==> config.mk <==
export PLATFORM = sky130hd
export DESIGN_NAME = pci_config_header_regs
export DESIGN_NICKNAME = d
export VERILOG_FILES = /design/src/pchr_pkg.sv /design/src/pchr_cfg.sv /design/src/pchr_image.sv /design/src/pci_config_header_regs.sv
export SDC_FILE = /design/constraint.sdc
export NUM_CORES = 2
export LEC_CHECK = 0
export ABC_AREA = 1
export BUFFER_PORTS_ARGS = -buffer_cell sky130_fd_sc_hd__buf_2
export CORE_AREA = 8 8 309 535
export DETAILED_ROUTE_END_ITERATION = 6
export DIE_AREA = 0 0 317 543
export GPL_TIMING_DRIVEN = 0
export SYNTH_ARGS = -nofsm -noshare
export SYNTH_HDL_FRONTEND = slang
export SYNTH_SLANG_ARGS = --single-unit
==> constraint.sdc <==
create_clock -name clk -period 13.35 [get_ports clk]
set_input_delay 0.6675 -clock clk [delete_from_list [all_inputs] [get_ports clk]]
set_output_delay 0.6675 -clock clk [all_outputs]
set_load 0.03 [all_outputs]
==> src/pchr_pkg.sv <==
// ============================================================================
// pchr_pkg
// Shared types, constants and helpers for the PCI type 0 configuration
// header block.
// ============================================================================
package pchr_pkg;

    // Number of implemented base address registers (1 to 6).
    localparam int NUM_BARS = 6;

    // Header image geometry, in dwords.
    localparam int HDR_DWORDS = 16;
    localparam int DW_AW      = $clog2(HDR_DWORDS);

    // Dword slots of the header image.
    localparam logic [DW_AW-1:0] DW_ID       = 4'd0;
    localparam logic [DW_AW-1:0] DW_CMD_STAT = 4'd1;
    localparam logic [DW_AW-1:0] DW_CACHE    = 4'd3;
    localparam logic [DW_AW-1:0] DW_BAR0     = 4'd4;
    localparam logic [DW_AW-1:0] DW_ROM      = 4'd12;
    localparam logic [DW_AW-1:0] DW_LAST     = 4'd15;
    localparam logic [DW_AW-1:0] DW_IRQ      = 4'd15;

    // Byte offsets of the writable registers.
    localparam logic [7:0] OFS_COMMAND  = 8'h04;
    localparam logic [7:0] OFS_STATUS   = 8'h06;
    localparam logic [7:0] OFS_CACHE    = 8'h0C;
    localparam logic [7:0] OFS_LATENCY  = 8'h0D;
    localparam logic [7:0] OFS_BAR0     = 8'h10;
    localparam logic [7:0] OFS_ROM      = 8'h30;
    localparam logic [7:0] OFS_IRQ_LINE = 8'h3C;

    // Access types and sizes.
    localparam logic       REQ_READ  = 1'b0;
    localparam logic       REQ_WRITE = 1'b1;
    localparam logic [2:0] ACC_BYTE  = 3'd1;
    localparam logic [2:0] ACC_HALF  = 3'd2;
    localparam logic [2:0] ACC_DWORD = 3'd4;

    // Completion status codes.
    localparam logic [1:0] ST_OK        = 2'd0;
    localparam logic [1:0] ST_BEYOND    = 2'd1;
    localparam logic [1:0] ST_BAD_SIZE  = 2'd2;
    localparam logic [1:0] ST_READ_ONLY = 2'd3;

    // Configuration register indexes.
    localparam logic [2:0] CFG_BAR0_SIZE = 3'd0;
    localparam logic [2:0] CFG_IO_MASK   = 3'd6;
    localparam logic [2:0] CFG_VDID      = 3'd7;

    // BAR and ROM data constants.
    localparam logic [31:0] BAR_ALL_ONES  = 32'hFFFF_FFFF;
    localparam logic [31:0] ROM_PROBE     = 32'hFFFF_FFFE;
    localparam logic [31:0] IO_TYPE_MASK  = 32'h0000_0003;
    localparam logic [31:0] MEM_TYPE_MASK = 32'h0000_000F;
    localparam logic [31:0] IO_TYPE_BITS  = 32'h0000_0001;
    localparam logic [31:0] MEM_ONLY_BITS = 32'h0000_000C;

    // Implemented bytes of partly used dwords.
    localparam logic [31:0] CACHE_DW_MASK = 32'h0000_FFFF;
    localparam logic [31:0] IRQ_DW_MASK   = 32'h0000_00FF;

    // Request and response payloads.
    typedef struct packed {
        logic        req_type;
        logic [7:0]  offset;
        logic [2:0]  access_size;
        logic [31:0] write_data;
    } req_t;

    typedef struct packed {
        logic [31:0] read_data;
        logic [1:0]  status;
    } rsp_t;

    // Configuration state seen by the datapath.
    typedef struct packed {
        logic [NUM_BARS-1:0][31:0] bar_size;
        logic [5:0]                io_mask;
        logic [31:0]               vendor_device_id;
        logic                      mask_wr;
        logic [5:0]                mask_new;
    } cfg_t;

    // Write-back request into the header image.
    typedef struct packed {
        logic             en;
        logic             bar;
        logic [DW_AW-1:0] addr;
        logic [31:0]      data;
    } img_wr_t;

    // Force the type bits of a BAR word.
    function automatic logic [31:0] bar_type_fix(input logic is_io, input logic [31:0] w);
        logic [31:0] r;
        if (is_io)
        begin
            r = (w & ~IO_TYPE_MASK) | IO_TYPE_BITS;
        end
        else
        begin
            r = w & ~MEM_TYPE_MASK;
        end
        return r;
    endfunction

endpackage

==> src/pchr_cfg.sv <==
// ============================================================================
// pchr_cfg
// Configuration register file: BAR sizes, BAR type mask and the identity
// dword, written through a plain write port.
// ============================================================================
module pchr_cfg (
    input  logic           clk,
    input  logic           rst_n,
    input  logic           cfg_we,
    input  logic [2:0]     cfg_index,
    input  logic [31:0]    cfg_data,
    output pchr_pkg::cfg_t cfg
);

    logic [pchr_pkg::NUM_BARS-1:0][31:0] bar_size_reg;
    logic [5:0]                          io_mask_reg;
    logic [31:0]                         vdid_reg;

    // Register writes.
    always_ff @(posedge clk or negedge rst_n)
    begin
        if (!rst_n)
        begin
            bar_size_reg <= '0;
            io_mask_reg  <= '0;
            vdid_reg     <= '0;
        end
        else if (cfg_we)
        begin
            for (int j = 0; j < pchr_pkg::NUM_BARS; j++)
            begin
                if (cfg_index == pchr_pkg::CFG_BAR0_SIZE + 3'(j))
                begin
                    bar_size_reg[j] <= cfg_data;
                end
            end
            if (cfg_index == pchr_pkg::CFG_IO_MASK)
            begin
                io_mask_reg <= cfg_data[5:0];
            end
            if (cfg_index == pchr_pkg::CFG_VDID)
            begin
                vdid_reg <= cfg_data;
            end
        end
    end

    // The mask write event goes out in the same cycle so the image can mark
    // every BAR for a type-bit update.
    always_comb
    begin
        cfg.bar_size         = bar_size_reg;
        cfg.io_mask          = io_mask_reg;
        cfg.vendor_device_id = vdid_reg;
        cfg.mask_wr          = cfg_we && (cfg_index == pchr_pkg::CFG_IO_MASK);
        cfg.mask_new         = cfg_data[5:0];
    end

endmodule

==> src/pchr_image.sv <==
// ============================================================================
// pchr_image
// Header image memory: sixteen dwords with a registered read port, per-dword
// valid bits, and the read view that adds the identity dword, masks
// unimplemented bytes and applies pending BAR type-bit updates.
// ============================================================================
module pchr_image (
    input  logic                           clk,
    input  logic                           rst_n,
    input  pchr_pkg::cfg_t                 cfg,
    input  logic                           rd_en,
    input  logic [pchr_pkg::DW_AW-1:0]     rd_addr,
    input  pchr_pkg::img_wr_t              wr,
    output logic [31:0]                    view
);

    logic [31:0]                    mem [pchr_pkg::HDR_DWORDS];
    logic [31:0]                    rdata_reg;
    logic [pchr_pkg::DW_AW-1:0]     rd_addr_reg;
    logic                           rd_valid_reg;
    logic [pchr_pkg::HDR_DWORDS-1:0] valid_reg;
    // A BAR marked pending has seen a type mask write since it was stored;
    // clr marks that a memory-type pass has since wiped bits 3..2.
    logic [pchr_pkg::NUM_BARS-1:0]  pend_reg;
    logic [pchr_pkg::NUM_BARS-1:0]  clr_reg;
    logic [31:0]                    raw;
    logic [31:0]                    bar_w;

    // Memory array: one write and one registered read per cycle.
    always_ff @(posedge clk)
    begin
        if (wr.en)
        begin
            mem[wr.addr] <= wr.data;
        end
        if (rd_en)
        begin
            rdata_reg <= mem[rd_addr];
        end
    end

    // Read address and valid bit travel with the read data.
    always_ff @(posedge clk or negedge rst_n)
    begin
        if (!rst_n)
        begin
            rd_addr_reg  <= '0;
            rd_valid_reg <= 1'b0;
            valid_reg    <= '0;
        end
        else
        begin
            if (rd_en)
            begin
                rd_addr_reg  <= rd_addr;
                rd_valid_reg <= valid_reg[rd_addr];
            end
            if (wr.en)
            begin
                valid_reg[wr.addr] <= 1'b1;
            end
        end
    end

    // Pending type-bit updates per BAR.
    always_ff @(posedge clk or negedge rst_n)
    begin
        if (!rst_n)
        begin
            pend_reg <= '0;
            clr_reg  <= '0;
        end
        else
        begin
            for (int j = 0; j < pchr_pkg::NUM_BARS; j++)
            begin
                if (cfg.mask_wr)
                begin
                    pend_reg[j] <= 1'b1;
                    clr_reg[j]  <= clr_reg[j] | ~cfg.mask_new[j];
                end
                else if (wr.en && wr.bar && (wr.addr == pchr_pkg::DW_BAR0 + 4'(j)))
                begin
                    pend_reg[j] <= 1'b0;
                    clr_reg[j]  <= 1'b0;
                end
            end
        end
    end

    // Read view of the addressed dword.
    always_comb
    begin
        raw   = rd_valid_reg ? rdata_reg : '0;
        bar_w = '0;
        case (rd_addr_reg)
            pchr_pkg::DW_ID:       view = cfg.vendor_device_id;
            pchr_pkg::DW_CMD_STAT: view = raw;
            pchr_pkg::DW_CACHE:    view = raw & pchr_pkg::CACHE_DW_MASK;
            pchr_pkg::DW_ROM:      view = raw;
            pchr_pkg::DW_IRQ:      view = raw & pchr_pkg::IRQ_DW_MASK;
            default:               view = '0;
        endcase
        for (int j = 0; j < pchr_pkg::NUM_BARS; j++)
        begin
            if (rd_addr_reg == pchr_pkg::DW_BAR0 + 4'(j))
            begin
                bar_w = clr_reg[j] ? (raw & ~pchr_pkg::MEM_ONLY_BITS) : raw;
                view  = pend_reg[j] ? pchr_pkg::bar_type_fix(cfg.io_mask[j], bar_w) : raw;
            end
        end
    end

endmodule

==> src/pci_config_header_regs.sv <==
// ============================================================================
// pci_config_header_regs
// PCI type 0 configuration header: byte, halfword and dword accesses to the
// 64-byte header image, with BAR size probing and error status.
// ============================================================================
//
//  Channel  Signals                          Direction  Content
//  -------  -------------------------------  ---------  --------------------------
//  in       in_valid / in_ready / in_data    input      access request (req_t)
//  out      out_valid / out_ready / out_data output     read data and status (rsp_t)
//  cfg      cfg_we / cfg_index / cfg_data    input      config register write
//
// Each transaction steps from acceptance to a loaded result: accept with the
// first image read, the second image read of the next dword for every
// access, capture, then the write-back and result load. The header image
// memory has a single read port, so the two dwords are read one after another.
// A new request is accepted only when the previous one has finished; a
// result stalled on out_ready holds the block in its last step. No clearing
// pass is needed after reset: per-dword valid bits make the image read zero.
//
module pci_config_header_regs (
    input  logic           clk,
    input  logic           rst_n,
    input  logic           in_valid,
    output logic           in_ready,
    input  pchr_pkg::req_t in_data,
    output logic           out_valid,
    input  logic           out_ready,
    output pchr_pkg::rsp_t out_data,
    input  logic           cfg_we,
    input  logic [2:0]     cfg_index,
    input  logic [31:0]    cfg_data
);

    localparam logic [1:0] S_IDLE = 2'd0;
    localparam logic [1:0] S_LO   = 2'd1;
    localparam logic [1:0] S_HI   = 2'd2;
    localparam logic [1:0] S_FIN  = 2'd3;

    pchr_pkg::cfg_t            cfg;
    pchr_pkg::img_wr_t         img_wr;
    pchr_pkg::req_t            req_reg;
    pchr_pkg::rsp_t            rsp;
    pchr_pkg::rsp_t            out_reg;
    logic [1:0]                state_reg;
    logic [1:0]                state_next;
    logic [31:0]               lo_reg;
    logic [31:0]               hi_reg;
    logic                      out_valid_reg;
    logic                      rd_en;
    logic [pchr_pkg::DW_AW-1:0] rd_addr;
    logic [31:0]               view;
    logic                      accept;
    logic                      fin_go;
    logic [63:0]               shifted;
    logic [31:0]               wd;
    logic [31:0]               new_w;
    logic                      wr_en;
    logic                      wr_bar;

    pchr_cfg u_cfg (
        .clk       (clk),
        .rst_n     (rst_n),
        .cfg_we    (cfg_we),
        .cfg_index (cfg_index),
        .cfg_data  (cfg_data),
        .cfg       (cfg)
    );

    pchr_image u_image (
        .clk     (clk),
        .rst_n   (rst_n),
        .cfg     (cfg),
        .rd_en   (rd_en),
        .rd_addr (rd_addr),
        .wr      (img_wr),
        .view    (view)
    );

    assign in_ready  = (state_reg == S_IDLE);
    assign accept    = in_valid && in_ready;
    assign fin_go    = (state_reg == S_FIN) && (!out_valid_reg || out_ready);
    assign out_valid = out_valid_reg;
    assign out_data  = out_reg;

    // Image read address: the first dword at acceptance, the next one after.
    always_comb
    begin
        rd_en   = 1'b0;
        rd_addr = in_data.offset[5:2];
        case (state_reg)
            S_IDLE:
            begin
                rd_en   = accept;
                rd_addr = in_data.offset[5:2];
            end
            S_LO:
            begin
                rd_en   = 1'b1;
                rd_addr = req_reg.offset[5:2] + 4'd1;
            end
            default:
            begin
                rd_en   = 1'b0;
                rd_addr = req_reg.offset[5:2];
            end
        endcase
    end

    // Sequencer.
    always_comb
    begin
        state_next = state_reg;
        case (state_reg)
            S_IDLE:  state_next = accept ? S_LO : S_IDLE;
            S_LO:    state_next = S_HI;
            S_HI:    state_next = S_FIN;
            S_FIN:   state_next = fin_go ? S_IDLE : S_FIN;
            default: state_next = S_IDLE;
        endcase
    end

    always_ff @(posedge clk or negedge rst_n)
    begin
        if (!rst_n)
        begin
            state_reg     <= S_IDLE;
            out_valid_reg <= 1'b0;
        end
        else
        begin
            state_reg <= state_next;
            if (fin_go)
            begin
                out_valid_reg <= 1'b1;
            end
            else if (out_ready)
            begin
                out_valid_reg <= 1'b0;
            end
        end
    end

    // Request and image dwords; the dword past the header reads as zero.
    always_ff @(posedge clk)
    begin
        if (accept)
        begin
            req_reg <= in_data;
        end
        if (state_reg == S_LO)
        begin
            lo_reg <= view;
        end
        if (state_reg == S_HI)
        begin
            hi_reg <= (req_reg.offset[5:2] == pchr_pkg::DW_LAST) ? '0 : view;
        end
        if (fin_go)
        begin
            out_reg <= rsp;
        end
    end

    // Result and write-back for the finished transaction.
    always_comb
    begin
        wd      = req_reg.write_data;
        shifted = {hi_reg, lo_reg} >> {req_reg.offset[1:0], 3'b000};
        rsp     = '0;
        new_w   = lo_reg;
        wr_en   = 1'b0;
        wr_bar  = 1'b0;
        if (req_reg.offset[7:6] != 2'b00)
        begin
            rsp.status = pchr_pkg::ST_BEYOND;
        end
        else if ((req_reg.access_size != pchr_pkg::ACC_BYTE) &&
                 (req_reg.access_size != pchr_pkg::ACC_HALF) &&
                 (req_reg.access_size != pchr_pkg::ACC_DWORD))
        begin
            rsp.status = pchr_pkg::ST_BAD_SIZE;
        end
        else if (req_reg.req_type == pchr_pkg::REQ_READ)
        begin
            case (req_reg.access_size)
                pchr_pkg::ACC_BYTE: rsp.read_data = {24'd0, shifted[7:0]};
                pchr_pkg::ACC_HALF: rsp.read_data = {16'd0, shifted[15:0]};
                default:            rsp.read_data = shifted[31:0];
            endcase
        end
        else
        begin
            case (req_reg.access_size)
                pchr_pkg::ACC_BYTE:
                begin
                    case (req_reg.offset)
                        pchr_pkg::OFS_CACHE:
                        begin
                            new_w = {lo_reg[31:8], wd[7:0]};
                            wr_en = 1'b1;
                        end
                        pchr_pkg::OFS_LATENCY:
                        begin
                            new_w = {lo_reg[31:16], wd[7:0], lo_reg[7:0]};
                            wr_en = 1'b1;
                        end
                        pchr_pkg::OFS_IRQ_LINE:
                        begin
                            new_w = {lo_reg[31:8], wd[7:0]};
                            wr_en = 1'b1;
                        end
                        default: rsp.status = pchr_pkg::ST_READ_ONLY;
                    endcase
                end
                pchr_pkg::ACC_HALF:
                begin
                    case (req_reg.offset)
                        pchr_pkg::OFS_COMMAND, pchr_pkg::OFS_CACHE:
                        begin
                            new_w = {lo_reg[31:16], wd[15:0]};
                            wr_en = 1'b1;
                        end
                        pchr_pkg::OFS_STATUS:
                        begin
                            new_w = {wd[15:0], lo_reg[15:0]};
                            wr_en = 1'b1;
                        end
                        default: rsp.status = pchr_pkg::ST_READ_ONLY;
                    endcase
                end
                default:
                begin
                    // Dword writes to read-only places are dropped quietly.
                    if (req_reg.offset == pchr_pkg::OFS_ROM)
                    begin
                        new_w = (wd == pchr_pkg::ROM_PROBE) ? pchr_pkg::BAR_ALL_ONES : wd;
                        wr_en = 1'b1;
                    end
                    else if (req_reg.offset == pchr_pkg::OFS_COMMAND)
                    begin
                        new_w = {lo_reg[31:16], wd[15:0]};
                        wr_en = 1'b1;
                    end
                    for (int j = 0; j < pchr_pkg::NUM_BARS; j++)
                    begin
                        if (req_reg.offset == pchr_pkg::OFS_BAR0 + 8'(4 * j))
                        begin
                            wr_en  = 1'b1;
                            wr_bar = 1'b1;
                            if (wd == pchr_pkg::BAR_ALL_ONES)
                            begin
                                // Size probe: negated size plus the I/O flag.
                                new_w = ~(cfg.bar_size[j] - 32'd1) |
                                        (cfg.io_mask[j] ? pchr_pkg::IO_TYPE_BITS : 32'd0);
                            end
                            else
                            begin
                                new_w = pchr_pkg::bar_type_fix(cfg.io_mask[j], wd);
                            end
                        end
                    end
                end
            endcase
        end
    end

    always_comb
    begin
        img_wr.en   = fin_go && wr_en;
        img_wr.bar  = wr_bar;
        img_wr.addr = req_reg.offset[5:2];
        img_wr.data = new_w;
    end

endmodule

==> metrics.csv <==
stage,metric,value,unit
status,status,finished with violations,
status,failing checks,"DRC, capacitance limit, slew limit",
drt,DRT Pass-1 Iters,7,
power_and_ir_drop,Power Dens Cells,203,nW/um^2
power_and_ir_drop,Gate power share,36.8,%
hold_path,worst hold path depth,1,
power_and_ir_drop,worst-case vdd ir drop,110,uV
worst_setup_path,worst-path fanout max,16,
placement,PortBufs,118,
global_route,GRT overflow,0,
finish,Final Cell Area,54400,sq um
drt,number of DRC markers in iteration 0,4459,
cts,hold buffer count at CTS,1,
finish,Layout Area Growth over Synthesis,15.6,%
placement,DPL Wire Length,187,mm
power_and_ir_drop,Switching Fraction,42.7,%
worst_setup_path,reg2reg path depth,16,
timing,fin. max-slew vios,21,
hold_path,Hold Path End,req_reg[35],
drt,DRC Markers,2,
global_route,vias in the first global route,41600,
timing,Fin Hold WS,0.0769,ns
drt,vias after detailed routing,41600,
synthesis,Area contributors post-synth,"edfxtp_1 (43%), dfrtp_1 (14%), nand2_1 (8.2%), o21ai_0 (6.3%), nor2_1 (5.7%)",
synthesis,Seq cells post-synth,944,
cts,CTS tree,yes,
drt,DR WL/cell,31.3,um
timing,worst-margin pin slew,1.55,ns
cts,quantity of gates resized following cts,0,
worst_setup_path,reg2reg setup slack,8.07,ns
synthesis,count of cell types in the netlist,56,
timing,RSZ-0062 raised after global routing,false,
hold_path,min-delay src,in_data[35],
global_route,global routing usage on met3,5.11,%
cts,Sink Count,944,
placement,dpl cell area,51100,sq um
synthesis,top cell type's share of synthesized area,43.3,%
synthesis,Synth async-reset ratio,28.2,%
finish,Final Non-Filler Cells,7596,
die,Die Wd,317,um
timing,"Setup violations, final",0,
placement,GPL Wtd Cong,1.14,
power_and_ir_drop,Pleak,0.0209,uW
die,top-level port count,120,
drt,Post-DRT Antenna Nets,0,
timing,f_max,0.189,GHz
drt,Avg Vias per Cell,5.48,
cts,CTS Root Cell,clkbuf_16,
die,Row Count,193,
timing,Hold Fails Final Rpt,0,
global_route,first-pass GRT wire length,322,mm
global_route,initial antenna violation count,19,
global_route,met2 Use GR,46.7,%
power_and_ir_drop,Clock power frac,25.4,%
hold_path,worst hold-check path type,input pin to flop,
synthesis,Most used DFF post-synth,edfxtp_1,
cts,Num CTS Buffers,94,
synthesis,post-synth top area cell,edfxtp_1,
timing,Tcrit/Tclk final,39.6,%
synthesis,Post-Syn Nets,5295,
global_route,All-Layer GR Usage,27.0,%
worst_setup_path,Crit Path Category,flop to flop,
worst_setup_path,worst r2r src,req_reg[35],
finish,fin nets,5548,
power_and_ir_drop,Sw Pwr,4720,uW
cts,clk_lat worst skew,0.77,ns
worst_setup_path,Crit path arrival time,5.62,ns
worst_setup_path,Crit Reg-Reg Endpoint,u_image.mem[14][31],
power_and_ir_drop,Int Pwr,6340,uW
synthesis,number of synthesized flops with an enable pin,678,
worst_setup_path,CP endpoint kind,flop,
synthesis,warnings from Yosys,0,
drt,WL final,238,mm
synthesis,sequential fraction of the synthesis area,57.4,%
synthesis,Syn Std Cell Area,47100,sq um
timing,relative slew slack,-3.92,%
job,max cap viols,4,
cts,Worst-path clk slew,0.06,ns
finish,"Core Util, Final",34.5,%
worst_setup_path,"Req. time, crit path",13.69,ns
timing,Sum Neg Setup Slack,0,ns
power_and_ir_drop,sequential share of power,37.8,%
global_route,met1 usage,25.5,%
die,Core Area,158000,sq um
die,full die area,172000,sq um
timing,Setup Skew,0.0518,ns
cts,htree depth,3,
timing,min Tclk post-route,5.28,ns
finish,Largest register FFs,512,
global_route,layer with the highest usage,met2,
placement,Post-Place Cells,7401,
cts,postcts setup bufs,0,
cts,clk buf depth,3,
global_route,largest net degree at the start of global routing,107,
die,Starting Density,29.9,%
die,die height,543,um
synthesis,syn avg cell area,9.05,sq um
synthesis,synthesized netlist cell count,5201,
finish,layout cells sized above 1,11.6,%
finish,Top reg by flops,u_image.mem,
worst_setup_path,startpoint types,flop,
==> synthesized netlist by cell type, drive strengths merged (10+ instances only) <==
library cell     n
nand3          406
nand2         1039
o21ai          608
xnor2           30
clkbuf         157
nor2           738
buf             91
xor2            60
o22ai           10
or2            169
a21oi          196
nand4           34
a21boi          20
o211ai         164
a211oi          15
dfrtp          266
edfxtp         678
nor3            32
a31oi           21
a22oi           23
inv            372
ha              10
==> per-layer routing <==
metal | routed length, um | vias up
met5 | 54 | -
met4 | 31200 | 8
met3 | 15100 | 925
met2 | 116000 | 2210
met1 | 75000 | 20200
li1 | - | 18300
==> power groups by stage <==
stage               clock, uW  combinational [uW]  sequential, uW
floorplan                   0                2150            4070
global placement            0                3840            4230
detailed placement          0                3960            4210
CTS                      2840                3970            4160
global route             2930                4310            4190
finish                   2810                4070            4180
==> layout by cell type (no fill, tap or decap), types with 8 or more instances in the layout <==
cell type / instances
a21boi_2: 10
o21ai_1: 18
or2_2: 161
buf_4: 14
bufinv_16: 8
nand4_1: 34
nor3_1: 26
nand2_1: 1024
ha_1: 10
a21oi_1: 189
edfxtp_1: 678
o22ai_1: 10
xnor2_1: 30
buf_12: 13
diode_2: 13
clkbuf_1: 179
nor2_1: 702
nor2_2: 13
clkbuf_8: 10
nand3_1: 406
a22oi_1: 23
xor2_1: 60
nor2_4: 23
buf_16: 11
clkinvlp_4: 9
a211oi_1: 15
inv_2: 29
o211ai_1: 164
a31oi_1: 21
clkbuf_16: 95
nand2_2: 14
clkinv_1: 8
a21boi_1: 10
buf_2: 178
o21ai_0: 590
clkinv_2: 16
dfrtp_1: 266
inv_1: 343
buf_1: 22
==> worst max-delay path, cell delays in order, from the launching register on <==
cell      delay [ns]
edfxtp_1        0.51
buf_2           0.25
nor2_4          0.27
nand2_2         0.16
nor2_1          0.44
nand3_1         0.37
nand3_1         0.45
inv_1           0.32
nand2_1         0.17
nand3_1         0.09
nand2_1         0.08
nand2_1         0.07
nand2_1         0.10
nand2_1         0.07
nand2_1         0.18
nand2_1         0.15
a21boi_1        1.15
==> metrics by stage <==
step / worst slack [ns] / total power [uW]
after floorplan: 8.77 / 6230
after global placement: 4.52 / 8070
after detailed placement: 8.27 / 8170
after CTS: 8.22 / 11000
after global routing: 8.03 / 11400
final: 8.07 / 11100
==> layout make-up <==
cell class                 count  area, sq um
antenna                       13         32.5
buffer                       248         1040
clock buffer                 128         2600
clock inverter                50          619
fill                       16300       103000
inverter                     375         1410
multi-input combinational   3634        17800
sequential                   944        27000
tap                         2047         2560
timing repair buffer         157         1330
==> cells by family after synthesis <==
logic type / share of synthesized area [%]
AO/OA/AOI/OAI: 13.2
flip-flops: 57.4
buffers and inverters: 5.19
AND/OR/NAND/NOR: 22.2
adder cells (fa/ha/maj): 0.266
multiplexers: 0.0638
XOR/XNOR: 1.67
==> worst max path at each step <==
stage,endpoint,slack [ns],startpoint,cells past startpoint
2_1_floorplan,u_image.mem[10][0],8.77,out_ready,8
3_3_place_gp,u_image.clr_reg[5],4.52,out_ready,10
3_5_place_dp,u_image.mem[3][1],8.27,wd[13],12
4_1_cts,u_image.mem[2][1],8.22,wd[13],12
5_1_grt,u_image.mem[14][31],8.03,wd[13],14
6_report,u_image.mem[14][31],8.07,req_reg[35],16
Power figures use the tool's default switching activity.
